## src/rtl/unix_seconds_to_calendar_assert.svh

```systemverilog
// Assertion macros used by the calendar conversion RTL.
`ifndef UNIX_SECONDS_TO_CALENDAR_ASSERT_SVH
`define UNIX_SECONDS_TO_CALENDAR_ASSERT_SVH
`ifndef NO_ASSERTIONS
`define USTC_ASSERT(lbl, prop, msg) \
  lbl: assert property (@(posedge clk_i) disable iff (!rst_ni) (prop)) else $error(msg);
`define USTC_ASSERT_NEXT(lbl, ante, cons, msg) \
  lbl: assert property (@(posedge clk_i) disable iff (!rst_ni) (ante) |=> (cons)) \
    else $error(msg);
`else
`define USTC_ASSERT(lbl, prop, msg)
`define USTC_ASSERT_NEXT(lbl, ante, cons, msg)
`endif
`endif

```

## src/rtl/ustc_pkg.sv

```systemverilog
// Types, constants and the month table of the calendar conversion.
`default_nettype none

package ustc_pkg;

  localparam int unsigned Stages = 12;

  localparam logic [63:0] OffsetDays = 64'd3181458;
  localparam logic [63:0] EpochDays  = 64'd4 * 64'd146097 + 64'd369 * 64'd365 + 64'd72 + 64'd17;

  localparam logic [39:0] OffsetSec = 40'(OffsetDays * 64'd86400);
  localparam logic [23:0] DayBias   = 24'(OffsetDays - EpochDays);

  localparam logic signed [38:0] TimeMin = -39'sd62135596800;
  localparam logic signed [38:0] TimeMax = 39'sd253402300799;

  localparam logic [9:0]  SubDay      = 10'd675;
  localparam logic [23:0] RecipSubDay = 24'((64'd1 << 33) / 64'd675);
  localparam logic [11:0] SecHour     = 12'd3600;
  localparam logic [5:0]  RecipHour   = 6'((64'd1 << 17) / 64'd3600);
  localparam logic [5:0]  SecMin      = 6'd60;
  localparam logic [6:0]  RecipMin    = 7'((64'd1 << 12) / 64'd60);
  localparam logic [17:0] Days400     = 18'd146097;
  localparam logic [4:0]  Recip400    = 5'((64'd1 << 22) / 64'd146097);
  localparam logic [15:0] Days100     = 16'd36524;
  localparam logic [10:0] Days4       = 11'd1461;
  localparam logic [5:0]  Recip4      = 6'((64'd1 << 16) / 64'd1461);
  localparam logic [8:0]  DaysYear    = 9'd365;

  typedef struct packed {
    logic signed [38:0] unix_seconds;
  } ustc_in_t;

  typedef struct packed {
    logic [13:0] year;
    logic [3:0]  month;
    logic [4:0]  day;
    logic [4:0]  hour;
    logic [5:0]  minute;
    logic [5:0]  second;
    logic        out_of_range;
  } ustc_out_t;

  typedef struct packed {
    logic [Stages-1:0] load;
    logic [Stages-1:0] valid;
    logic              in_ready;
    logic              out_valid;
  } ustc_pipe_t;

  function automatic logic [8:0] month_start(input logic [3:0] idx, input logic leap);
    logic [8:0] base;
    base = '0;
    case (idx)
      4'd0:    base = 9'd0;
      4'd1:    base = 9'd31;
      4'd2:    base = 9'd59;
      4'd3:    base = 9'd90;
      4'd4:    base = 9'd120;
      4'd5:    base = 9'd151;
      4'd6:    base = 9'd181;
      4'd7:    base = 9'd212;
      4'd8:    base = 9'd243;
      4'd9:    base = 9'd273;
      4'd10:   base = 9'd304;
      4'd11:   base = 9'd334;
      default: base = 9'd0;
    endcase
    if (idx >= 4'd2) begin
      base = base + 9'(leap);
    end
    return base;
  endfunction

endpackage

`default_nettype wire

```

## src/rtl/ustc_pipe_ctrl.sv

```systemverilog
// Valid tracking and per-stage load enables of the conversion pipeline.
`default_nettype none

module ustc_pipe_ctrl
  import ustc_pkg::*;
(
  input  wire logic clk_i,
  input  wire logic rst_ni,
  input  wire logic in_valid_i,
  input  wire logic out_ready_i,
  output ustc_pipe_t pipe_o
);

  localparam logic [Stages-1:0] AllOnes = '1;

  logic [Stages-1:0] valid_q;
  logic [Stages-1:0] valid_d;
  logic [Stages-1:0] ready;

  // A stage may load when out_ready_i is high or any stage at or after it has a hole.
  always_comb begin
    for (int k = 0; k < Stages; k++) begin
      ready[k] = out_ready_i || ((valid_q >> k) != (AllOnes >> k));
    end
  end

  always_comb begin
    valid_d = (ready & {valid_q[Stages-2:0], in_valid_i}) | (~ready & valid_q);
  end

  always_ff @(posedge clk_i or negedge rst_ni) begin
    if (!rst_ni) begin
      valid_q <= '0;
    end else begin
      valid_q <= valid_d;
    end
  end

  always_comb begin
    pipe_o.load      = ready;
    pipe_o.valid     = valid_q;
    pipe_o.in_ready  = ready[0];
    pipe_o.out_valid = valid_q[Stages-1];
  end

endmodule

`default_nettype wire

```

## config.mk

```make
export PLATFORM = sky130hd
export DESIGN_NAME = ustc_pipe_ctrl
export DESIGN_NICKNAME = d
export VERILOG_FILES = /design/src/rtl/unix_seconds_to_calendar_assert.svh /design/src/rtl/ustc_pkg.sv /design/src/rtl/ustc_pipe_ctrl.sv
export SDC_FILE = /design/constraint.sdc
export NUM_CORES = 1
export LEC_CHECK = 0
export BUFFER_PORTS_ARGS = -buffer_cell sky130_fd_sc_hd__buf_4
export CELL_PAD_IN_SITES_DETAIL_PLACEMENT = 0
export CELL_PAD_IN_SITES_GLOBAL_PLACEMENT = 1
export CORE_MARGIN = 8
export CORE_UTILIZATION = 30
export DETAILED_ROUTE_END_ITERATION = 10
export PLACE_DENSITY_LB_ADDON = 0.3
export SETUP_SLACK_MARGIN = 0.15
export SYNTH_ARGS = -nofsm -noshare
export SYNTH_HDL_FRONTEND = slang
export SYNTH_SLANG_ARGS = --single-unit
```

## constraint.sdc

```tcl
create_clock -name clk_i -period 2.1 [get_ports clk_i]
set_clock_uncertainty 0.15 [all_clocks]
set_input_delay 0.42 -clock clk_i [delete_from_list [all_inputs] [get_ports clk_i]]
set_output_delay 0.42 -clock clk_i [all_outputs]
set_load 0.005 [all_outputs]
```

==> results of run 1 <==
## routing by layer
layer	wire length, um	GRT usage	vias up
li1	-	-	240
met1	637	0.0922	233
met2	703	0.127	17
met3	78	0.0199	2
met4	27	0.0734	0
met5	0	0	-
## placed cells by master (no fill, tap or decap), types with 2 or more instances in the layout
cell	instances
or2_2	2
a21o_1	3
dfrtp_1	11
inv_1	2
buf_4	38
nand2b_1	2
or2b_1	2
clkbuf_4	3
buf_6	2
a31o_2	2
nand3_1	4
nand2_1	3
## worst paths after layout
check | start | endpoint | slack, ps
min | in_valid_i | flop | 180
max reg2reg | flop | flop | 570
min reg2reg | flop | flop | 340
max in group asynchronous | rst_ni | asynchronous set/reset pin | 1270
min in group asynchronous | rst_ni | asynchronous set/reset pin | 370
max | flop | pipe_o[19] | 90
## final cells by class
type | count | area [um2] | share of cell area
Clock buffer | 4 | 36.3 | 0.0396
Multi-Input combinational cell | 27 | 203 | 0.221
Tap cell | 25 | 31.3 | 0.0341
Timing Repair Buffer | 42 | 338 | 0.368
Sequential cell | 12 | 302 | 0.329
Inverter | 2 | 7.51 | 0.00819
## power breakdown
group	internal, uW	switching [uW]	total (uW)
clock	105	78.9	184
sequential	261	25.4	287
combinational	146	100	246
total	513	204	717
## synthesized netlist by cell type, drive strengths merged
library cell | count | area (um2)
dfrtp | 12 | 300
nand2 | 4 | 15.0
nand3 | 4 | 20.0
a21o | 3 | 22.5
a31o | 3 | 26.3
buf | 3 | 26.3
inv | 2 | 7.51
nand2b | 2 | 12.5
or2 | 2 | 12.5
or2b | 2 | 15.0
a41o | 1 | 10.0
and3 | 1 | 6.26
clkbuf | 1 | 3.75
nand3b | 1 | 20.0
nand4 | 1 | 6.26
nand4b | 1 | 8.76
nor2 | 1 | 3.75
nor3 | 1 | 16.3
## logic make-up (layout without fill, tap and decap cells)
family,Yosys count,after routing,synth area share
simple gates,20,20,0.256
compound gates,7,7,0.110
flops,12,12,0.563
buf+inv,6,48,0.0704
## per-stage QoR
| stage | worst slack [ps] | instance area, um2 | util | power (uW) | instances |
|---|---|---|---|---|---|
| final | 92.1 | 917 | 0.537 | 717 | 112 |
| after global routing | 4.37 | 917 | 0.537 | 764 | 112 |
| after CTS | 134 | 857 | 0.502 | 704 | 106 |
| after detailed placement | 90.1 | 759 | 0.445 | 488 | 96 |
| after global placement | 130 | 759 | 0.445 | 488 | 96 |
| after floorplan | 288 | 533 | - | 380 | 45 |
## timing repair
item | in CTS | in global routing
resized for setup | 1 | 6
endpoints found under the setup margin | 9 | 10
endpoints found under the hold margin | 12 | 0
hold buffers | 1 | 0
buffers inserted | 5 | 6
pin swaps | 1 | 1
==> results by group, run 1 <==
Logic synthesis
  • Cells after synthesis: between 40 and 50
  • Syn_nets: a little under 50
  • Mapped Area: ~530 um2
  • Synth cell types: 20
  • Post-synthesis register bit count: 12
  • Avg Cell Area, Syn: approximately 12 um2
  • Sequential share of the synthesized area: 0.563
  • Ys Warns: 0

GRT
  • Initial antenna violation count: 0
  • First-pass GRT wire length: 2150 um
  • Total grt overflow: 0
  • GRT Util Overall: 0.0825
  • Vias in the first global route: about 460
  • Largest net degree at the start of global routing: 13

Setup path
  • Most used cell, CP: buf_4
  • Slowest CP cell: dfrtp_1
  • Crit path buffers/inverters: 4
  • Critical Path Stages: 6
  • CP delay by family, top: buffers and inverters
  • WP data required: ~1500 ps
  • Nature of the critical path endpoint: output pin
  • Critical path arrival: 1440 ps
  • Critical-path maximum fanout: 6
  • Worst-path cell chain: nand3b_4 -> nor3_4 -> buf_12 -> buf_4 -> inv_1 -> buf_4
  • Setup CP Type: flop to output pin
  • Crit-path max cell delay: about 400 ps
  • Crit start category: flop
  • R2R cell count: 6

Detailed routing
  • Iteration-0 DRC Markers: 4
  • Via density: between 4 and 5
  • DRC: 0
  • DR WL/cell: 12.9 um
  • Final ANT Viol Nets: 0
  • Via count: roughly 490
  • DRT Pass-1 Iters: 4
  • Final WL: between 1000 and 1500 um

Pwr
  • Maximum VDD drop: about 0.34 mV
  • Leakage power: ~0.00046 uW
  • Pwr Density: 782 nW/um2

Clock tree
  • CTS root buf: clkbuf_4
  • TritonCTS clock tree: built
  • Total clock sinks: 12
  • CTS Buffer Depth: 2
  • Worst-Skew Late Latency: approximately 270 ps
  • Clock transition at path regs: approximately 80 ps
  • H-tree depth: 1
  • TritonCTS Buffers: 3

Floorplanning
  • Die area: about 3400 um2
  • Core area: roughly 1700 um2
  • Number of top-level pins: 30
  • Die width: 58.2 um
  • Die Ht: just under 60 um
  • Initial core utilization: 0.312
  • # rows: 15

Timing
  • Worst Tran Pin Value: 342 ps
  • Unrepaired setup endpoints after global routing: yes
  • Max Fclk: 0.498 GHz
  • Hold slack: approximately 180 ps
  • Fin Setup TNS: 0 ps
  • Period minus WS final: roughly 2000 ps
  • Fin. Hold Viols: 0
  • Tcrit/Tclk final: 0.956
  • Setup-failing EPs final: 0
  • Max Slew Vio Count: 0
  • Rel. slew slack: 0.771

Min path
  • Worst Hold Path Cells: 2
  • Hold Path Class: primary input to flop

Placement
  • Final GP Congestion: between 0.7 and 0.8
  • Final HPWL DP: approximately 1000 um
  • Port-buffer cells: 29

Cells and area
  • Ant diodes: 0
  • Layout area overhead: 72.1%
  • Fillcell total: around 160
  • Fin nets: between 90 and 100
  • Share of cells above drive strength 1: 0.609

Outcome
  • Status: finished clean

Run
  • Max Cap Viol: 0
Power figures use the tool's default switching activity.
==> run 2, diff against run 1 <==
--- a/config.mk
+++ b/config.mk
@@ -5,11 +5,12 @@
 export SDC_FILE = /design/constraint.sdc
 export NUM_CORES = 1
 export LEC_CHECK = 0
+export ABC_AREA = 1
 export BUFFER_PORTS_ARGS = -buffer_cell sky130_fd_sc_hd__buf_4
 export CELL_PAD_IN_SITES_DETAIL_PLACEMENT = 0
 export CELL_PAD_IN_SITES_GLOBAL_PLACEMENT = 1
 export CORE_MARGIN = 8
-export CORE_UTILIZATION = 30
+export CORE_UTILIZATION = 29
 export DETAILED_ROUTE_END_ITERATION = 10
 export PLACE_DENSITY_LB_ADDON = 0.3
 export SETUP_SLACK_MARGIN = 0.15
==> constraint.sdc (replaced) <==
create_clock -name clk_i -period 2 [get_ports clk_i]
set_clock_uncertainty 0.15 [all_clocks]
set_input_delay 0.4 -clock clk_i [delete_from_list [all_inputs] [get_ports clk_i]]
set_output_delay 0.4 -clock clk_i [all_outputs]
set_load 0.005 [all_outputs]
==> results by group, run 2 <==
Outcome
  • Status: finished clean (unchanged)

GRT
  • Met3 GRT Util: 0.0551 (was 0.0199)
  • First-pass GRT wire length: 2910 um (was 2150 um)
  • Vias in the first global route: 661 (was 457)
  • Initial antenna violation count: 0 (unchanged)
  • GRT Util Overall: 0.108 (was 0.0825)
  • Largest net degree at the start of global routing: 13 (unchanged)
  • GRT Max-Usage Layer: met2 (unchanged)
  • Met2 usage in global routing: 0.184 (was 0.127)
  • Total grt overflow: 0 (unchanged)
  • M1 GR Usage: 0.101 (was 0.0922)

Setup path
  • Critical path arrival: 1350 ps (was 1440 ps)
  • Crit path buffers/inverters: 1 (was 4)
  • CP delay by family, top: simple AND/OR/NAND/NOR gates (was buffers and inverters)
  • Slowest CP cell: dfrtp_1 (unchanged)
  • WP data required: 1450 ps (was 1530 ps)
  • Most used cell, CP: nor2_4 (was buf_4)
  • Critical-path maximum fanout: 4 (was 6)
  • Setup CP Type: flop to output pin (unchanged)
  • Crit-path max cell delay: 420 ps (was 400 ps)
  • Worst-path cell chain: nand2_2 -> nor2_4 -> nand2_4 -> nor2_4 -> nand3_2 -> buf_6 (was nand3b_4 -> nor3_4 -> buf_12 -> buf_4 -> inv_1 -> buf_4)
  • Crit start category: flop (unchanged)
  • Nature of the critical path endpoint: output pin (unchanged)

Placement
  • Final HPWL DP: 1280 um (was 984 um)
  • Pre-CTS setup slack: 306 ps (was 90.1 ps)
  • Final GP Congestion: 0.755 (was 0.705)
  • Port-buffer cells: 29 (unchanged)

Floorplanning
  • Die width: 60.8 um (was 58.2 um)
  • Die area: 3700 um2 (was 3380 um2)
  • # rows: 16 (was 15)
  • Initial core utilization: 0.303 (was 0.312)
  • Die Ht: 60.8 um (was 58.2 um)
  • Number of top-level pins: 30 (unchanged)
  • Core area: 1920 um2 (was 1710 um2)

Clock tree
  • H-tree depth: 1 (unchanged)
  • CTS root buf: clkbuf_4 (unchanged)
  • Total clock sinks: 12 (unchanged)
  • Worst-Skew Late Latency: 280 ps (was 270 ps)
  • Clock transition at path regs: 80 ps (about the same)
  • TritonCTS clock tree: built (unchanged)
  • CTS Buffer Depth: 2 (unchanged)
  • TritonCTS Buffers: 3 (unchanged)

Timing
  • Fin. Hold Viols: 0 (unchanged)
  • Unrepaired setup endpoints after global routing: yes (unchanged)
  • Max Slew Vio Count: 0 (unchanged)
  • Max Fclk: around 0.53 GHz
  • Rel. slew slack: 0.870 (was 0.771)
  • Period minus WS final: between 1500 and 2000 ps
  • Setup-failing EPs final: 0 (unchanged)
  • Worst Tran Pin Value: 195 ps (was 342 ps)
  • Tcrit/Tclk final: 0.951
  • Post-route setup slack: 98.5 ps (was 92.1 ps)

Cells and area
  • Share of cells above drive strength 1: 0.529 (was 0.609)
  • Layout area overhead: 76.3% (was 72.1%)
  • Commonest non-fill, non-tap cells in the layout: buf_4 (38), nand2_1 (19), inv_1 (13) (was buf_4 (38), dfrtp_1 (11), nand3_1 (4))
  • Commonest non-fill, non-tap cell in the layout: buf_4 (unchanged)
  • Fillcell total: 198 (was 164)
  • Fin nets: 126 (was 92)
  • Ant diodes: 0 (unchanged)
  • Finished Core Util: 0.534 (was 0.537)

Detailed routing
  • Final ANT Viol Nets: 0 (unchanged)
  • Final WL: 1790 um (was 1450 um)
  • Via density: 4.25 (was 4.39)
  • DR WL/cell: 12.1 um (was 12.9 um)
  • Via count: 629 (was 492)
  • DRC: 0 (unchanged)
  • Iteration-0 DRC Markers: 13 (was 4)
  • DRT Pass-1 Iters: 4 (unchanged)

Logic synthesis
  • Sequential share of the synthesized area: 0.516 (was 0.563)
  • Syn_nets: 78 (was 49)
  • Area leader, netlist: dfrtp_1 (unchanged)
  • Synth cell types: 12 (was 20)
  • Cells after synthesis: 74 (was 45)
  • Synth area leaders: dfrtp_1 (52%), nand2_1 (15%), inv_1 (8.4%), nor2_1 (5.8%), nand4_1 (4.3%) (was dfrtp_1 (56%), a21o_1 (4.2%), nand3_1 (3.8%), nand3b_4 (3.8%), a31o_2 (3.3%))
  • Post-synth ARST share: 1.00 (unchanged)
  • Top-area cell type share of the netlist area: 0.516 (was 0.563)
  • Commonest cells in the netlist: nand2_1 (23), inv_1 (13), dfrtp_1 (12) (was dfrtp_1 (12), nand2_1 (4), nand3_1 (4))
  • Top-count cell post-synth: nand2_1 (was dfrtp_1)
  • Ys Warns: 0 (unchanged)
  • Post-synthesis register bit count: 12 (unchanged)
  • Avg Cell Area, Syn: 7.86 um2 (was 11.8 um2)
  • Mapped Area: 582 um2 (was 533 um2)
  • Number of synthesized flops with an enable pin: 0 (unchanged)
  • Main synth FF type: dfrtp_1 (unchanged)

Pwr
  • Sequential fraction of design power: 0.319 (was 0.400)
  • Combinational Power Share: 0.500 (was 0.343)
  • Clock power share: 0.180 (was 0.257)
  • P_int: 705 uW (was 513 uW)
  • Pwr Density: 1070 nW/um2 (was 782 nW/um2)
  • Power consumption: 1100 uW (was 717 uW)
  • Net Sw Power: 392 uW (was 204 uW)
  • Maximum VDD drop: 0.766 mV (was 0.345 mV)
  • Switching Share: 0.357 (was 0.285)
  • Leakage power: 0.000573 uW (was 0.000458 uW)

Run
  • Max Cap Viol: 0 (unchanged)

Min path
  • Hold Path Class: primary input to flop (unchanged)
run 2: cell types whose count changed after synthesis, moves of 2 or more:
cell,delta
nand2_1,+19
inv_1,+11
nor2_1,+8
a21o_1,-3
nand2_2,+3
nand4_1,+3
a31o_2,-2
inv_2,+2
nand2b_1,-2
nand3_1,-2
nor2_4,+2
or2b_1,-2
run 2: logic make-up (layout without fill, tap and decap cells):
group / after synthesis / count (layout) / synth area share
and+or+nand+nor: 44 / 44 / 0.348
buffers and inverters: 17 / 64 / 0.123
DFF: 12 / 12 / 0.516
AOI/OAI and AO/OA: 1 / 1 / 0.0129
run 2: final cells by class:
cell class | count | area [um2] | share of cell area
Inverter | 15 | 56.3 | 0.0549
Sequential cell | 12 | 302 | 0.294
Timing Repair Buffer | 45 | 363 | 0.354
Clock buffer | 4 | 36.3 | 0.0354
Multi-Input combinational cell | 45 | 235 | 0.229
Tap cell | 27 | 33.8 | 0.0329
run 2: worst paths after layout:
kind                       startpoint  depth (start not counted)                          to  slack, ps
min reg2reg                      flop                          2                        flop        380
min in group asynchronous      rst_ni                          2  asynchronous set/reset pin        340
max in group asynchronous      rst_ni                          2  asynchronous set/reset pin       1190
max                              flop                          6                  pipe_o[16]        100
min                        in_valid_i                          3                        flop        160
max reg2reg                      flop                         11                        flop        230
run 2: through the flow:
step | cell area (um2) | std cells | TNS (ps) | hold WS, ps
finish | 1030 | 148 | 0 | 157
global route | 1030 | 148 | -12.6 | 157
CTS | 988 | 144 | 0 | 154
detailed placement | 818 | 128 | 0 | 101
global placement | 818 | 128 | 0 | 98.2
floorplan | 582 | 74 | 0 | -45.6
run 2: repair_timing:
action / 4_1_cts / 5_1_grt
endpoints found under the hold margin: 12 / 0
gates resized for setup: 12 / 3
pin swaps: 7 / 5
hold buffers: 1 / 0
setup endpoints to repair: 7 / 12
buffers inserted: 11 / 4
run 2: layer usage:
layer	routed length, um	share of wire	vias up
li1	-	-	314
met1	686	0.38	289
met2	933	0.52	24
met3	160	0.089	2
met4	10	0.0056	0
met5	0	0	-
run 2: tightest hold or removal path: cells and delay by family:
kind	cells	cell delay (ps)
buffers and inverters	2	100
AND/OR/NAND/NOR	1	50
run 2: power by group through the flow:
| stage | Sequential, uW | Combinational [uW] | Clock, uW |
|---|---|---|---|
| finish | 350 | 549 | 198 |
| global route | 359 | 608 | 219 |
| floorplan | 344 | 198 | 0 |
| detailed placement | 352 | 405 | 0 |
| CTS | 350 | 519 | 204 |
| global placement | 353 | 404 | 0 |
